==> src/fcpa_pkg.sv <==
// Shared types and constants for the frame cadence phase accumulator.
`timescale 1ns / 1ps

package fcpa_pkg;

    // Field widths
    localparam int PTS_W    = 48;
    localparam int PERIOD_W = 24;
    localparam int WEIGHT_W = 17;
    localparam int ADV_W    = 8;
    localparam int PHASE_W  = 16;
    localparam int CFG_AW   = 3;

    // Serial unit step counts and counter width
    localparam int DIV_STEPS = 24;
    localparam int MAC_STEPS = 17;
    localparam int STEP_CW   = 5;

    // Product register of the serial multiply-accumulate
    localparam int MAC_HI_W   = PERIOD_W + 2;
    localparam int MAC_PROD_W = MAC_HI_W + WEIGHT_W;

    localparam logic [PERIOD_W-1:0] FALLBACK_PERIOD = 24'd384000;
    localparam logic [WEIGHT_W-1:0] ONE_Q16         = 17'h10000;

    // Register reset values
    localparam logic [PERIOD_W-1:0] RST_DISPLAY_PERIOD = 24'd384000;
    localparam logic [PERIOD_W-1:0] RST_INIT_PERIOD    = 24'd384000;
    localparam logic [PERIOD_W-1:0] RST_MIN_PERIOD     = 24'd23040;
    localparam logic [PERIOD_W-1:0] RST_MAX_PERIOD     = 24'd2304000;
    localparam logic [WEIGHT_W-1:0] RST_WEIGHT         = 17'd6554;
    localparam logic [ADV_W-1:0]    RST_MAX_ADVANCE    = 8'd2;

    // Item function codes
    localparam logic FUNC_OBSERVE = 1'b0;
    localparam logic FUNC_PRESENT = 1'b1;

    // Configuration register indexes
    typedef enum logic [CFG_AW-1:0] {
        REG_DISPLAY_PERIOD = 3'd0,
        REG_INIT_PERIOD    = 3'd1,
        REG_MIN_PERIOD     = 3'd2,
        REG_MAX_PERIOD     = 3'd3,
        REG_WEIGHT         = 3'd4,
        REG_MAX_ADVANCE    = 3'd5
    } cfg_reg_t;

endpackage

==> src/fcpa_div.sv <==
// Restoring divider, one quotient bit per cycle, for display/stream period ratio.
`timescale 1ns / 1ps

module fcpa_div import fcpa_pkg::*; (
    input  logic                aclk,
    input  logic                aresetn,
    input  logic                start,
    input  logic [PERIOD_W-1:0] dividend,
    input  logic [PERIOD_W-1:0] divisor,
    output logic [PERIOD_W-1:0] quotient,
    output logic                done
);

    logic [PERIOD_W-1:0] rem_reg, rem_next;
    logic [PERIOD_W-1:0] sh_reg, sh_next;
    logic [PERIOD_W-1:0] dvs_reg;
    logic [STEP_CW-1:0]  cnt_reg, cnt_next;
    logic                busy_reg, busy_next;
    logic                done_reg, done_next;

    logic [PERIOD_W:0]   trial;
    logic [PERIOD_W:0]   trial_diff;
    logic                fits;
    logic                last_step;

    // Dividend is dividend << 16: top 16 bits seed the remainder,
    // the rest enter the shift register and are replaced by quotient bits.
    assign trial      = {rem_reg, sh_reg[PERIOD_W-1]};
    assign trial_diff = trial - {1'b0, dvs_reg};
    assign fits       = trial >= {1'b0, dvs_reg};
    assign last_step  = cnt_reg == STEP_CW'(DIV_STEPS - 1);

    always_comb begin
        rem_next  = rem_reg;
        sh_next   = sh_reg;
        cnt_next  = cnt_reg;
        busy_next = busy_reg;
        done_next = 1'b0;
        if (start) begin
            rem_next  = {8'd0, dividend[PERIOD_W-1:8]};
            sh_next   = {dividend[7:0], 16'd0};
            cnt_next  = '0;
            busy_next = 1'b1;
        end else if (busy_reg) begin
            rem_next = fits ? trial_diff[PERIOD_W-1:0] : trial[PERIOD_W-1:0];
            sh_next  = {sh_reg[PERIOD_W-2:0], fits};
            cnt_next = cnt_reg + STEP_CW'(1);
            if (last_step) begin
                busy_next = 1'b0;
                done_next = 1'b1;
            end
        end
    end

    always_ff @(posedge aclk) begin
        if (!aresetn) begin
            cnt_reg  <= '0;
            busy_reg <= 1'b0;
            done_reg <= 1'b0;
        end else begin
            cnt_reg  <= cnt_next;
            busy_reg <= busy_next;
            done_reg <= done_next;
        end
    end

    // Datapath
    always_ff @(posedge aclk) begin
        rem_reg <= rem_next;
        sh_reg  <= sh_next;
        if (start) begin
            dvs_reg <= divisor;
        end
    end

    assign quotient = sh_reg;
    assign done     = done_reg;

endmodule

==> src/fcpa_mac.sv <==
// Bit-serial weighted average: (d*w + avg*(1-w) + half) >> 16.
`timescale 1ns / 1ps

module fcpa_mac import fcpa_pkg::*; (
    input  logic                aclk,
    input  logic                aresetn,
    input  logic                start,
    input  logic [PERIOD_W-1:0] delta,
    input  logic [PERIOD_W-1:0] average,
    input  logic [WEIGHT_W-1:0] weight,
    output logic [PERIOD_W-1:0] average_new,
    output logic                done
);

    logic [PERIOD_W-1:0]   d_reg;
    logic [PERIOD_W-1:0]   avg_reg;
    logic [WEIGHT_W-1:0]   w_sh_reg, w_sh_next;
    logic [WEIGHT_W-1:0]   wc_sh_reg, wc_sh_next;
    logic [MAC_PROD_W-1:0] prod_reg, prod_next;
    logic [STEP_CW-1:0]    cnt_reg, cnt_next;
    logic                  busy_reg, busy_next;
    logic                  done_reg, done_next;

    logic [WEIGHT_W-1:0]   w_eff;
    logic [WEIGHT_W-1:0]   w_comp;
    logic [PERIOD_W:0]     addend;
    logic [MAC_HI_W:0]     hi_sum;
    logic [MAC_HI_W+2:0]   rounded;
    logic                  last_step;

    // Weight above one acts as one
    assign w_eff  = (weight > ONE_Q16) ? ONE_Q16 : weight;
    assign w_comp = ONE_Q16 - w_eff;

    // One weight bit of each product per cycle, LSB first, add then shift right
    assign addend = (w_sh_reg[0]  ? {1'b0, d_reg}   : '0)
                  + (wc_sh_reg[0] ? {1'b0, avg_reg} : '0);
    assign hi_sum = {1'b0, prod_reg[MAC_PROD_W-1:WEIGHT_W]} + (MAC_HI_W+1)'(addend);
    assign last_step = cnt_reg == STEP_CW'(MAC_STEPS - 1);

    always_comb begin
        w_sh_next  = w_sh_reg;
        wc_sh_next = wc_sh_reg;
        prod_next  = prod_reg;
        cnt_next   = cnt_reg;
        busy_next  = busy_reg;
        done_next  = 1'b0;
        if (start) begin
            w_sh_next  = w_eff;
            wc_sh_next = w_comp;
            prod_next  = '0;
            cnt_next   = '0;
            busy_next  = 1'b1;
        end else if (busy_reg) begin
            w_sh_next  = w_sh_reg >> 1;
            wc_sh_next = wc_sh_reg >> 1;
            prod_next  = {hi_sum, prod_reg[WEIGHT_W-1:1]};
            cnt_next   = cnt_reg + STEP_CW'(1);
            if (last_step) begin
                busy_next = 1'b0;
                done_next = 1'b1;
            end
        end
    end

    always_ff @(posedge aclk) begin
        if (!aresetn) begin
            cnt_reg  <= '0;
            busy_reg <= 1'b0;
            done_reg <= 1'b0;
        end else begin
            cnt_reg  <= cnt_next;
            busy_reg <= busy_next;
            done_reg <= done_next;
        end
    end

    // Datapath
    always_ff @(posedge aclk) begin
        w_sh_reg  <= w_sh_next;
        wc_sh_reg <= wc_sh_next;
        prod_reg  <= prod_next;
        if (start) begin
            d_reg   <= delta;
            avg_reg <= average;
        end
    end

    // Round to nearest: (prod + 2^15) >> 16
    assign rounded     = {1'b0, prod_reg[MAC_PROD_W-1:15]} + (MAC_HI_W+3)'(1);
    assign average_new = rounded[PERIOD_W:1];
    assign done        = done_reg;

endmodule

==> src/frame_cadence_phase_accumulator.sv <==
// Top level: stream period tracking and present-tick phase accumulator.
// Sequence: a timestamp word passes ST_DELTA, then ST_MUL (serial multiply-accumulate)
//   when the average updates, else straight to ST_DONE; a present word passes ST_DIV
//   (serial divider), then ST_DONE, which waits for a free output register.
// One word is in flight at a time: s_ready is high only in ST_IDLE.
// Output register holds a finished word while the next word is accepted.
// Reset (aresetn, synchronous, active low) restores register defaults,
//   clears the timestamp and phase, and loads the average with 384000.
`timescale 1ns / 1ps

module frame_cadence_phase_accumulator import fcpa_pkg::*; (
    input  logic                aclk,
    input  logic                aresetn,
    input  logic                cfg_wr_en,
    input  logic [CFG_AW-1:0]   cfg_addr,
    input  logic [PERIOD_W-1:0] cfg_wdata,
    input  logic                s_valid,
    output logic                s_ready,
    input  logic                s_func,
    input  logic [PTS_W-1:0]    s_frame_pts,
    output logic                m_valid,
    input  logic                m_ready,
    output logic [PTS_W-1:0]    m_previous_pts,
    output logic [ADV_W-1:0]    m_advance_count,
    output logic [PERIOD_W-1:0] m_stream_period
);

    typedef enum logic [4:0] {
        ST_IDLE  = 5'b00001,
        ST_DELTA = 5'b00010,
        ST_MUL   = 5'b00100,
        ST_DIV   = 5'b01000,
        ST_DONE  = 5'b10000
    } state_t;

    state_t state_reg, state_next;

    // Configuration registers
    logic [PERIOD_W-1:0] disp_period_reg;
    logic [PERIOD_W-1:0] min_period_reg;
    logic [PERIOD_W-1:0] max_period_reg;
    logic [WEIGHT_W-1:0] weight_reg;
    logic [ADV_W-1:0]    max_adv_reg;

    // Block state
    logic [PTS_W-1:0]    last_ts_reg;
    logic [PERIOD_W-1:0] avg_reg;
    logic [PHASE_W-1:0]  phase_reg;

    // Per-word working registers
    logic                func_reg;
    logic [PTS_W-1:0]    pts_reg;
    logic                sat_reg, sat_next;
    logic                upd_reg, upd_next;

    // Output register
    logic                m_valid_reg;
    logic [PTS_W-1:0]    m_prev_reg;
    logic [ADV_W-1:0]    m_adv_reg;
    logic [PERIOD_W-1:0] m_period_reg;

    logic                accept;
    logic                out_free;
    logic                finish;

    logic [PERIOD_W-1:0] disp_eff;
    logic [PERIOD_W-1:0] strm_eff;
    logic                div_start;
    logic [PERIOD_W-1:0] div_quot;
    logic                div_done;

    logic [PTS_W:0]      ts_diff;
    logic                ts_newer;
    logic                big_delta;
    logic [PERIOD_W-1:0] delta_low;
    logic                below_min;
    logic [PERIOD_W-1:0] delta_lo_clamp;
    logic                above_max;
    logic [PERIOD_W-1:0] delta_clamp;
    logic                mac_start;
    logic [PERIOD_W-1:0] mac_avg;
    logic                mac_done;

    logic [PERIOD_W-1:0] ratio;
    logic [PERIOD_W:0]   phase_sum;
    logic [ADV_W:0]      whole;
    logic [ADV_W-1:0]    adv;

    assign s_ready  = state_reg == ST_IDLE;
    assign accept   = s_valid && s_ready;
    assign out_free = !m_valid_reg || m_ready;
    assign finish   = (state_reg == ST_DONE) && out_free;

    // Present tick: divisor setup and saturation check (quotient >= 2^24)
    assign disp_eff  = (disp_period_reg == '0) ? FALLBACK_PERIOD : disp_period_reg;
    assign strm_eff  = (avg_reg == '0) ? FALLBACK_PERIOD : avg_reg;
    assign div_start = accept && (s_func == FUNC_PRESENT);

    fcpa_div u_div (
        .aclk     (aclk),
        .aresetn  (aresetn),
        .start    (div_start),
        .dividend (disp_eff),
        .divisor  (strm_eff),
        .quotient (div_quot),
        .done     (div_done)
    );

    // Timestamp: delta in Q16.8, then clamp (max bound wins when crossed)
    assign ts_diff        = {1'b0, pts_reg} - {1'b0, last_ts_reg};
    assign ts_newer       = (last_ts_reg != '0) && !ts_diff[PTS_W] && (ts_diff[PTS_W-1:0] != '0);
    assign big_delta      = ts_diff[PTS_W-1:16] != '0;
    assign delta_low      = {ts_diff[15:0], 8'd0};
    assign below_min      = !big_delta && (delta_low < min_period_reg);
    assign delta_lo_clamp = below_min ? min_period_reg : delta_low;
    assign above_max      = (big_delta && !below_min) || (delta_lo_clamp > max_period_reg);
    assign delta_clamp    = above_max ? max_period_reg : delta_lo_clamp;
    assign mac_start      = (state_reg == ST_DELTA) && ts_newer;

    fcpa_mac u_mac (
        .aclk        (aclk),
        .aresetn     (aresetn),
        .start       (mac_start),
        .delta       (delta_clamp),
        .average     (avg_reg),
        .weight      (weight_reg),
        .average_new (mac_avg),
        .done        (mac_done)
    );

    // Phase update: add ratio, emit clamped whole part, keep fraction
    assign ratio     = sat_reg ? {PERIOD_W{1'b1}} : div_quot;
    assign phase_sum = (PERIOD_W+1)'(phase_reg) + (PERIOD_W+1)'(ratio);
    assign whole     = phase_sum[PERIOD_W:PHASE_W];
    assign adv       = (whole < {1'b0, max_adv_reg}) ? whole[ADV_W-1:0] : max_adv_reg;

    // Sequencer
    always_comb begin
        state_next = state_reg;
        sat_next   = sat_reg;
        upd_next   = upd_reg;
        case (state_reg)
            ST_IDLE: begin
                if (accept) begin
                    upd_next = 1'b0;
                    sat_next = {8'd0, disp_eff} >= {strm_eff, 8'd0};
                    state_next = (s_func == FUNC_PRESENT) ? ST_DIV : ST_DELTA;
                end
            end
            ST_DELTA: begin
                upd_next   = ts_newer;
                state_next = ts_newer ? ST_MUL : ST_DONE;
            end
            ST_MUL: begin
                if (mac_done) begin
                    state_next = ST_DONE;
                end
            end
            ST_DIV: begin
                if (div_done) begin
                    state_next = ST_DONE;
                end
            end
            ST_DONE: begin
                if (out_free) begin
                    state_next = ST_IDLE;
                end
            end
            default: state_next = ST_IDLE;
        endcase
    end

    always_ff @(posedge aclk) begin
        if (!aresetn) begin
            state_reg <= ST_IDLE;
            sat_reg   <= 1'b0;
            upd_reg   <= 1'b0;
        end else begin
            state_reg <= state_next;
            sat_reg   <= sat_next;
            upd_reg   <= upd_next;
        end
    end

    // Input word capture
    always_ff @(posedge aclk) begin
        if (accept) begin
            func_reg <= s_func;
            pts_reg  <= s_frame_pts;
        end
    end

    // Block state and configuration
    always_ff @(posedge aclk) begin
        if (!aresetn) begin
            disp_period_reg <= RST_DISPLAY_PERIOD;
            min_period_reg  <= RST_MIN_PERIOD;
            max_period_reg  <= RST_MAX_PERIOD;
            weight_reg      <= RST_WEIGHT;
            max_adv_reg     <= RST_MAX_ADVANCE;
            last_ts_reg     <= '0;
            avg_reg         <= RST_INIT_PERIOD;
            phase_reg       <= '0;
        end else begin
            if (finish) begin
                if (func_reg == FUNC_PRESENT) begin
                    phase_reg <= phase_sum[PHASE_W-1:0];
                end else begin
                    last_ts_reg <= pts_reg;
                    if (upd_reg) begin
                        avg_reg <= mac_avg;
                    end
                end
            end
            if (cfg_wr_en) begin
                case (cfg_addr)
                    REG_DISPLAY_PERIOD: disp_period_reg <= cfg_wdata;
                    REG_INIT_PERIOD:    avg_reg         <= cfg_wdata;
                    REG_MIN_PERIOD:     min_period_reg <= cfg_wdata;
                    REG_MAX_PERIOD:     max_period_reg <= cfg_wdata;
                    REG_WEIGHT:         weight_reg     <= cfg_wdata[WEIGHT_W-1:0];
                    REG_MAX_ADVANCE:    max_adv_reg    <= cfg_wdata[ADV_W-1:0];
                    default: ;
                endcase
            end
        end
    end

    // Output register
    always_ff @(posedge aclk) begin
        if (!aresetn) begin
            m_valid_reg <= 1'b0;
        end else if (finish) begin
            m_valid_reg <= 1'b1;
        end else if (m_ready) begin
            m_valid_reg <= 1'b0;
        end
    end

    always_ff @(posedge aclk) begin
        if (finish) begin
            if (func_reg == FUNC_PRESENT) begin
                m_prev_reg   <= '0;
                m_adv_reg    <= adv;
                m_period_reg <= avg_reg;
            end else begin
                m_prev_reg   <= last_ts_reg;
                m_adv_reg    <= '0;
                m_period_reg <= upd_reg ? mac_avg : avg_reg;
            end
        end
    end

    assign m_valid         = m_valid_reg;
    assign m_previous_pts  = m_prev_reg;
    assign m_advance_count = m_adv_reg;
    assign m_stream_period = m_period_reg;

endmodule
==> config.mk <==
export PLATFORM = sky130hd
export DESIGN_NAME = frame_cadence_phase_accumulator
export DESIGN_NICKNAME = d
export VERILOG_FILES = /design/src/fcpa_pkg.sv /design/src/fcpa_div.sv /design/src/fcpa_mac.sv /design/src/frame_cadence_phase_accumulator.sv
export SDC_FILE = /design/constraint.sdc
export NUM_CORES = 1
export LEC_CHECK = 0
export BUFFER_PORTS_ARGS = -buffer_cell sky130_fd_sc_hd__buf_2
export CAP_MARGIN = 25
export CORE_UTILIZATION = 55
export CTS_CLUSTER_DIAMETER = 50
export DETAILED_ROUTE_END_ITERATION = 16
export PLACE_DENSITY = 0.73
export SLEW_MARGIN = 20
export SYNTH_ARGS = -nofsm -noshare
export SYNTH_HDL_FRONTEND = slang
export SYNTH_SLANG_ARGS = --single-unit
==> constraint.sdc <==
create_clock -name aclk -period 7.6 [get_ports aclk]
set_input_delay 0.38 -clock aclk [delete_from_list [all_inputs] [get_ports aclk]]
set_output_delay 0.38 -clock aclk [all_outputs]
set_load 0.01 [all_outputs]
After elaboration in Yosys (flattened, before gate mapping):

Index checks and enable logic that the tools add are counted.

* flip-flop bits (word level): 533
* word-level logic and storage cells: 148
* output and inout port bits: 82
* bits of input ports: 81

* reduce and logical (&&, ||, !) cells: 38
* add/sub/neg operators: 9
* $lt $le $gt $ge: 6
* equal/unequal tests: 16
* bitwise logic cells: 4
* multiplexer cells: 42

Operators by type and width (number)
* 2-to-1 mux 24 bit: 15
* nonzero test 48 bit: 2
* 2-to-1 mux 17 bit: 5
* subtractor 48 x 48 -> 49 bit: 1
* zero test 24 bit: 2
* greater-or-equal comparator 24 x 32 -> 1 bit: 1
* 2-to-1 mux 16 bit: 2
* nonzero test 32 bit: 1
* adder 26 x 25 -> 27 bit: 1
* adder 16 x 24 -> 25 bit: 1
* adder 25 x 1 -> 25 bit, second input constant: 1
* adder 25 bit: 1
* greater-or-equal comparator 25 x 24 -> 1 bit: 1
* 2-to-1 mux 5 bit: 5
* one-hot mux 5 bit (5 select lines): 1
* > comparator 24 bit: 1
* < comparator 24 bit: 1
* subtractor 24 bit: 1
* AND reduction 2 bit: 9
* > comparator 17 bit, second input constant: 1
* subtractor 17 bit, first input constant: 1
* == test 5 bit, second input constant: 3
* 2-to-1 mux 1 bit: 11
* adder 5 x 1 -> 5 bit, second input constant: 2
* 22 further kinds: 45

Depth between registers and ports, before layout:

Gate-level depths: netlist of the first run.

* depth in word-level cells: 8
* gate-level depth with buffers: 32

Modules after synthesis:

A second synthesis of the first run with hierarchy kept.

* cells, all modules: 3359
* area, all modules: 30945.9 µm²

Modules (own cells, without submodules)
* frame_cadence_phase_accumulator: times used 1, area an instance 19304.8 µm², cells each 2250
* fcpa_mac: times used 1, area an instance 7104.3 µm², cells each 682
* fcpa_div: times used 1, area an instance 4536.9 µm², cells each 427

Worst setup path before layout of the first run:

No wires, ideal clock.

* path kind: reg-to-reg
* from: register pts_reg[0]
* to: register u_mac.d_reg[4] (data pin)
* data required time: 7340 ps
* period minus slack after synthesis: 6649 ps
* buffers on the path: 4
* slack: 951 ps
* cell stages (with the launch flop): 32
* library setup time: 260 ps
* arrival time: 6389 ps
* path through: edfxtp_1 inv_1 ha_1 fa_1 nor2b_1 o2111ai_1 a31o_2 a211o_1 a211o_1 a21oi_1 o31a_1 xor2_1 or4_4 or3b_1 buf_2 or2_1 buf_6 buf_6 mux2_4 ha_1 a21o_1 a21oi_1 nor2b_1 o21ai_0 nand2b_1 a21oi_1 nor2b_1 o21ai_0 nand3b_1 a21oi_2 buf_4 mux2_2

* cells in the longest elaborated chain, start to end: 8
* elaborated cells between the ends (all ways): 11
* those cells by class: add/sub: 1; order compare: 2; mux: 2; reduce/logical: 6

RTL lines
* from (decl): RTL line frame_cadence_phase_accumulator.sv:52 `logic [PTS_W-1:0] pts_reg;`
* from (signal assigned): RTL line frame_cadence_phase_accumulator.sv:189 `pts_reg <= s_frame_pts;`
* subtractor 48 x 48 -> 49 bit (*): RTL line frame_cadence_phase_accumulator.sv:110 `assign ts_diff = {1'b0, pts_reg} - {1'b0, last_ts_reg};`
* branches (longest 6 deep; another with < comparator 24 bit)
* 2-to-1 mux 24 bit (*): RTL line frame_cadence_phase_accumulator.sv:117 `assign delta_clamp = above_max ? max_period_reg : delta_lo_clamp;`
* net delta_clamp[4]: RTL line frame_cadence_phase_accumulator.sv:79 `logic [PERIOD_W-1:0] delta_clamp;`
* to (signal assigned): RTL line fcpa_mac.sv:84 `d_reg <= delta;`
* to (decl): RTL line fcpa_mac.sv:15 `logic [PERIOD_W-1:0] d_reg;`

Mark *: on every way through the listed nets, which the timed path passes.
A chain may end at the register's enable or synchronous reset.

Worst setup path after layout of the first run:

* from: register pts_reg[0]
* to: register u_mac.d_reg[5] (data pin)

Same word-level chain as after synthesis.

==> qor.yml, run 1 <==
global_routing:
  antenna_found_initial: 4
  grt_max_degree: 93
  grt_first_pass_wirelength_mm: 133.2
  grt_use_total_pct: 30.17
  grt-ovfl-total: 0
  grt_pass1_vias: 24548
final_layout:
  final_cell_mix: "nand2_1, a21oi_1, nor2_1"
  drive_gt1_share_pct: 11.16
  final_common_cell: "nand2_1"
  finalNetCount: 3796
  areaGrowthSynthToFinish_pct: 13.12
worst_setup_path:
  ff2ff_path_depth: 27
  worstSetupEndpointType: "flop"
  cp-start-kind: "flop"
  cp.arrival_ps: 7640
  crit_fanout: 12
  cp.required_ps: 7990
  critical_path_class: "flop to flop"
routing:
  wl_per_cell_um: 20.05
  dr.pass1.iters: 7
  vias_per_cell: 5.938
  dr.first_iter.drc_count: 2072
  drc: 0
  vias: 25265
  drt_wl_total_mm: 85.33
  postRouteAntennaNets: 0
run_status:
  status: "finished, final reports clean"
clocking:
  cts.sinks: 518
  cts_tree: "done"
  cts.clk_slew.worst_paths_ps: 60
  clk_root_buffer_cell: "clkbuf_16"
  clock_latency_ps: 650
  cts_max_path_buffers: 3
  numCtsBuffers: 61
  htreeDepth: 2
timing:
  whs_ps: 71.80
  final-setup-viol-count: 0
  finalHoldViolations: 0
  worst_slew_pin_slew_ps: 997.0
  fin_tns_setup_ps: 0
  rsz0062_at_grt: "false"
  slew_violations: 0
  fin_crit_sh_pct: 95.35
  skew_ps: 31.39
  max_slew_margin_pct: 33.53
  post-route-min-period_ps: 7247
  fmax_ghz: 0.1380
logic_synthesis:
  syn_avg_cell_area_sq_um: 8.928
  ys.flop_type: "edfxtp_1"
  synth_edf_count: 259
  synthArstFlopShare_pct: 0
  ys_seq_elements: 518
  synth_cell_type_count: 85
  synth_area_sq_um: 30050
  syn_inst: 3366
  syn_nets: 3657
  ys_seq_area_share_pct: 43.13
  yosysWarningCount: 0
min_path:
  min-delay-path-class: "input pin to flop"
  whs_path_depth: 3
place:
  dp_hpwl_mm: 61.91
  portBuffers: 162
  globalplace.congestion: 0.9464
power_and_ir_drop:
  power.leakage_nw: 13.06
  ir_drop_uv: 197.7
  power_density_nw_per_um2: 262.8
run:
  max_cap_violations: 0
floorplan:
  fp.dieW_um: 235.8
  initial_core_util_pct: 55.74
  core_area_sq_um: 53920
  dieArea_sq_um: 55580
  top_level_ports: 163
  rows: 85
  chipHeight_um: 235.8
==> final cells by class <==
class                           instances  area (sq um)
Antenna cell                            2         5.005
Clock buffer                           74          1627
Clock inverter                         41         435.4
Fill cell                            4498         19920
Inverter                              198         748.2
Multi-Input combinational cell       2480         15700
Sequential cell                       518         12960
Tap cell                              696         870.8
Timing Repair Buffer                  246          1650
==> routing by layer <==
layer,part of all wire (%),track usage (%),vias up
met4,3.7,11.73,4
met2,48,52.05,833
met5,0.030,0,-
met3,5.3,3.729,170
met1,43,38.50,12032
li1,-,-,12226
==> kinds of logic (layout without fill, tap and decap cells) <==
| family | after synthesis | count (layout) | share of synthesized area [%] |
|---|---|---|---|
| compound gates | 792 | 792 | 16.62 |
| other cells | 0 | 2 | 0 |
| xor+xnor | 130 | 130 | 3.789 |
| flops | 518 | 518 | 43.13 |
| fa+ha+maj | 210 | 210 | 8.868 |
| buf+inv | 368 | 559 | 4.805 |
| simple gates | 1239 | 1239 | 18.89 |
| mux | 109 | 109 | 3.893 |
==> path summary, 6_finish.rpt <==
| kind | startpoint | endpoint | slack (ps) |
|---|---|---|---|
| max | pts_reg[0] | u_mac.d_reg[5] | 350 |
| min | cfg_wdata[18] | max_period_reg[18] | 70 |
| max reg2reg | pts_reg[0] | u_mac.d_reg[5] | 350 |
| min reg2reg | max_adv_reg[3] | max_adv_reg[3] | 460 |
==> through the flow <==
stage	power [mW]	area [sq um]	std cells	worst slack [ps]	util, %
after CTS	8.932	33880	4249	127.4	62.84
after global placement	5.881	31270	4081	314.9	58.00
after global routing	9.383	33990	4253	54.26	63.04
after detailed placement	5.936	31330	4085	157.8	58.10
after floorplan	5.253	30050	3366	951.1	-
final	8.935	34000	4255	353.2	63.05
==> repair_timing <==
action / in CTS / in global routing
gates resized for setup: 0 / 2
endpoints found under the setup margin: 0 / 24
buffers inserted: 0 / 1
hold endpoints to repair: 50 / 0
hold buffers: 49 / 0
==> power breakdown <==
part | internal (mW) | switching (mW) | total (mW)
Clock | 1.72 | 1.25 | 2.97
Combinational | 0.992 | 1.55 | 2.55
Sequential | 3.22 | 0.194 | 3.42
==> critical path, stage by stage, from the launching register on <==
cell	delay (ps)
edfxtp_1	340
inv_1	50
ha_1	190
fa_1	420
nor2b_1	240
o2111ai_1	230
a31o_2	320
a211o_1	360
a211o_1	370
a21oi_1	230
o31a_1	180
xor2_1	70
or4_4	550
or3b_1	430
or2_1	450
buf_4	300
mux2_4	310
ha_1	280
nor2b_1	130
o21ai_0	170
nand2b_1	80
a21oi_1	160
o21ai_0	100
o21ai_0	190
nand3b_1	150
a21oi_4	210
buf_12	150
mux2_2	340
==> synthesized netlist by cell type, drive strengths merged (56+ instances only) <==
| cell | n | area share [%] |
|---|---|---|
| nand2 | 493 | 6.2 |
| a21oi | 325 | 5.5 |
| nor2 | 312 | 3.9 |
| dfxtp | 259 | 17 |
| edfxtp | 259 | 26 |
| ha | 205 | 8.5 |
| inv | 196 | 2.4 |
| clkbuf | 136 | 1.7 |
| o21ai | 136 | 2.3 |
| nand3 | 81 | 1.3 |
| xnor2 | 81 | 2.4 |
| mux2i | 76 | 2.5 |
| and2 | 57 | 1.2 |
| a21o | 56 | 1.4 |
Note: power is estimated with default switching activity, not from simulation.
==> run 2: changes to the inputs <==
--- a/config.mk
+++ b/config.mk
@@ -14,4 +14,5 @@
 export SLEW_MARGIN = 20
 export SYNTH_ARGS = -nofsm -noshare
 export SYNTH_HDL_FRONTEND = slang
+export SYNTH_HIERARCHICAL = 1
 export SYNTH_SLANG_ARGS = --single-unit
==> qor.yml, run 2 <==
power_and_ir_drop:
  p_switching_mw: 3.350
  internal_power_mw: 6.172
  swShare_pct: 35.18
  p_total_mw: 9.521
  power_density_nw_per_um2: 273.7
  power.leakage_nw: 13.44
  p_comb_share_pct: 33.4
  p_seq_share_pct: 36.7
  ir_drop_uv: 230.2
  power_frac_clock_pct: 29.9
logic_synthesis:
  synthArstFlopShare_pct: 0
  syn_avg_cell_area_sq_um: 9.213
  synthSimpleGateAreaFrac_pct: 18.89
  synth_commonest_cells: "nand2_1, dfxtp_1, edfxtp_1, nor2_1, inv_1"
  synth_edf_count: 259
  synth_area_sq_um: 30950
  synth_top_family_by_area: "simple AND/OR/NAND/NOR gates"
  ys_top_cells_by_area: "edfxtp_1, dfxtp_1, ha_1"
  yosysMostFrequentCell: "nand2_1"
  synthAdderAreaFrac_pct: 9.089
  synth.largest_area_cell: "edfxtp_1"
  ys_seq_area_share_pct: 41.89
  syn_inst: 3359
  synth-compound-area-share_pct: 16.50
  yosysWarningCount: 6
  synth_xor_area_share_pct: 3.057
  muxShareOfSynthArea_pct: 5.588
  ys_seq_elements: 518
  ys.flop_type: "edfxtp_1"
  synth_cell_type_count: 102
  syn_nets: 3648
  synth_top_area_share_pct: 25.13
clocking:
  clock_latency_ps: 630
  cts.sinks: 518
  htreeDepth: 2
  numCtsBuffers: 59
  cts_tree: "done"
  cts.clk_slew.worst_paths_ps: 60
  cts_max_path_buffers: 3
  clk_root_buffer_cell: "clkbuf_16"
worst_setup_path:
  r2r_end: "u_mac/d_reg[1]"
  cp.required_ps: 7970
  r2r-start: "pts_reg[0]"
  cp.arrival_ps: 7630
  cp-start-kind: "flop"
  ff2ff_path_depth: 27
  critical_path_class: "flop to flop"
  ff2ff_setup_slack_ps: 350
  worstSetupEndpointType: "flop"
  crit_fanout: 11
place:
  dp_cells: 4119
  portBuffers: 162
  dp_hpwl_mm: 66.21
  globalplace.congestion: 0.9728
final_layout:
  finalNetCount: 3771
  final_cells: 4282
  final_cell_mix: "nand2_1, dfxtp_1, edfxtp_1"
  areaGrowthSynthToFinish_pct: 12.43
  drive_gt1_share_pct: 12.51
  final_common_cell: "nand2_1"
routing:
  postRouteAntennaNets: 0
  dr.pass1.iters: 6
  dr.first_iter.drc_count: 1974
  wl_per_cell_um: 20.89
  drt_wl_total_mm: 89.45
  vias_per_cell: 5.964
  drc: 0
  vias: 25538
floorplan:
  fp.dieW_um: 239.2
  top_level_ports: 163
  chipHeight_um: 239.2
  rows: 86
  initial_core_util_pct: 55.95
  core_area_sq_um: 55310
  dieArea_sq_um: 57220
timing:
  fin_tns_setup_ps: 0
  finalHoldViolations: 0
  max_slew_margin_pct: 30.66
  rsz0062_at_grt: "false"
  fmax_ghz: 0.1378
  worst_slew_pin_slew_ps: 1031
  post-route-min-period_ps: 7255
  fin_crit_sh_pct: 95.46
  skew_ps: 29.07
  slew_violations: 0
  final-setup-viol-count: 0
global_routing:
  grt-ovfl-total: 0
  grt_use_total_pct: 30.99
  grt_first_pass_wirelength_mm: 138.0
  grt_pass1_vias: 24824
  grt_max_degree: 102
  antenna_found_initial: 1
min_path:
  whs_path_depth: 3
  hold_path_end: "weight_reg[9]"
  hold_path_startpoint: "cfg_wdata[9]"
  min-delay-path-class: "input pin to flop"
run:
  max_cap_violations: 0
run_status:
  status: "finished, final reports clean"
==> run 2: repair_timing <==
item | CTS | global route
hold buffers | 49 | 0
resized for setup | 0 | 8
buffers inserted | 0 | 0
hold endpoints to repair | 49 | 0
endpoints found under the setup margin | 0 | 23
==> run 2: metal layers <==
metal | part of all wire (%) | track usage, %
met3 | 5.6 | 4.276
met5 | 0 | 0
met1 | 41 | 38.86
met2 | 49 | 53.48
met4 | 4.1 | 12.86
==> run 2: power groups by stage <==
| stage | Clock, mW | Sequential [mW] | Combinational (mW) |
|---|---|---|---|
| final | 2.85 | 3.49 | 3.18 |
| after global routing | 3.00 | 3.52 | 3.47 |
| after detailed placement | 0 | 3.54 | 3.07 |
| after CTS | 2.89 | 3.49 | 3.12 |
| after floorplan | 0 | 3.46 | 2.35 |
| after global placement | 0 | 3.53 | 3.03 |
==> run 2: worst max-delay path: stages (launching register included) <==
cell	delay, ps
edfxtp_1	360
inv_1	60
ha_1	210
fa_1	420
nand2b_1	180
a21oi_1	220
o2111ai_1	200
a31oi_2	390
o21bai_1	180
o31ai_2	360
a31oi_1	180
a2111oi_2	440
nand4bb_4	150
or4_1	660
buf_4	270
mux2_4	310
ha_1	290
a21o_1	160
a21oi_1	140
nor2b_1	60
o21ai_0	190
nand2b_1	80
a21o_1	170
a221oi_1	280
a41oi_1	80
or4_1	430
buf_4	220
mux2_1	330
==> run 2: how the worst max path moves through the flow <==
stage,end,slack [ps],cells past startpoint,from
after floorplan,u_mac/d_reg[4],1020,30,pts_reg[0]
after global placement,u_mac/d_reg[0],490,27,pts_reg[0]
after detailed placement,u_mac/d_reg[2],310,25,pts_reg[10]
after CTS,u_mac/d_reg[1],300,25,pts_reg[10]
after global routing,u_mac/d_reg[1],1,27,pts_reg[0]
final,u_mac/d_reg[1],350,27,pts_reg[0]
==> run 2: final cells by class <==
cell class                      count  area (sq um)
Timing Repair Buffer              253          1668
Multi-Input combinational cell   2451         16530
Clock buffer                       85          1625
Tap cell                          748         935.9
Sequential cell                   518         12960
Clock inverter                     27         319.1
Antenna cell                        1         2.502
Fill cell                        4704         20510
Inverter                          199         747.0
==> run 2: cell families (layout without fill, tap and decap cells) <==
logic type      after synthesis  after routing
compound gates              751            751
xor+xnor                    108            108
fa+ha+maj                   208            208
buf+inv                     390            564
flops                       518            518
mux                         157            157
other cells                   0              1
simple gates               1227           1227
==> run 2: stage by stage <==
step,utilization [%],cell area (sq um),hold WS [ps],setup slack [ps]
2_1_floorplan,-,30950,442.3,1019
3_3_place_gp,58.30,32240,453.3,493.9
3_5_place_dp,58.38,32290,460.2,306.5
4_1_cts,62.78,34720,75.66,300.0
5_1_grt,62.91,34790,104.8,1.240
6_report,62.91,34790,115.2,345.3
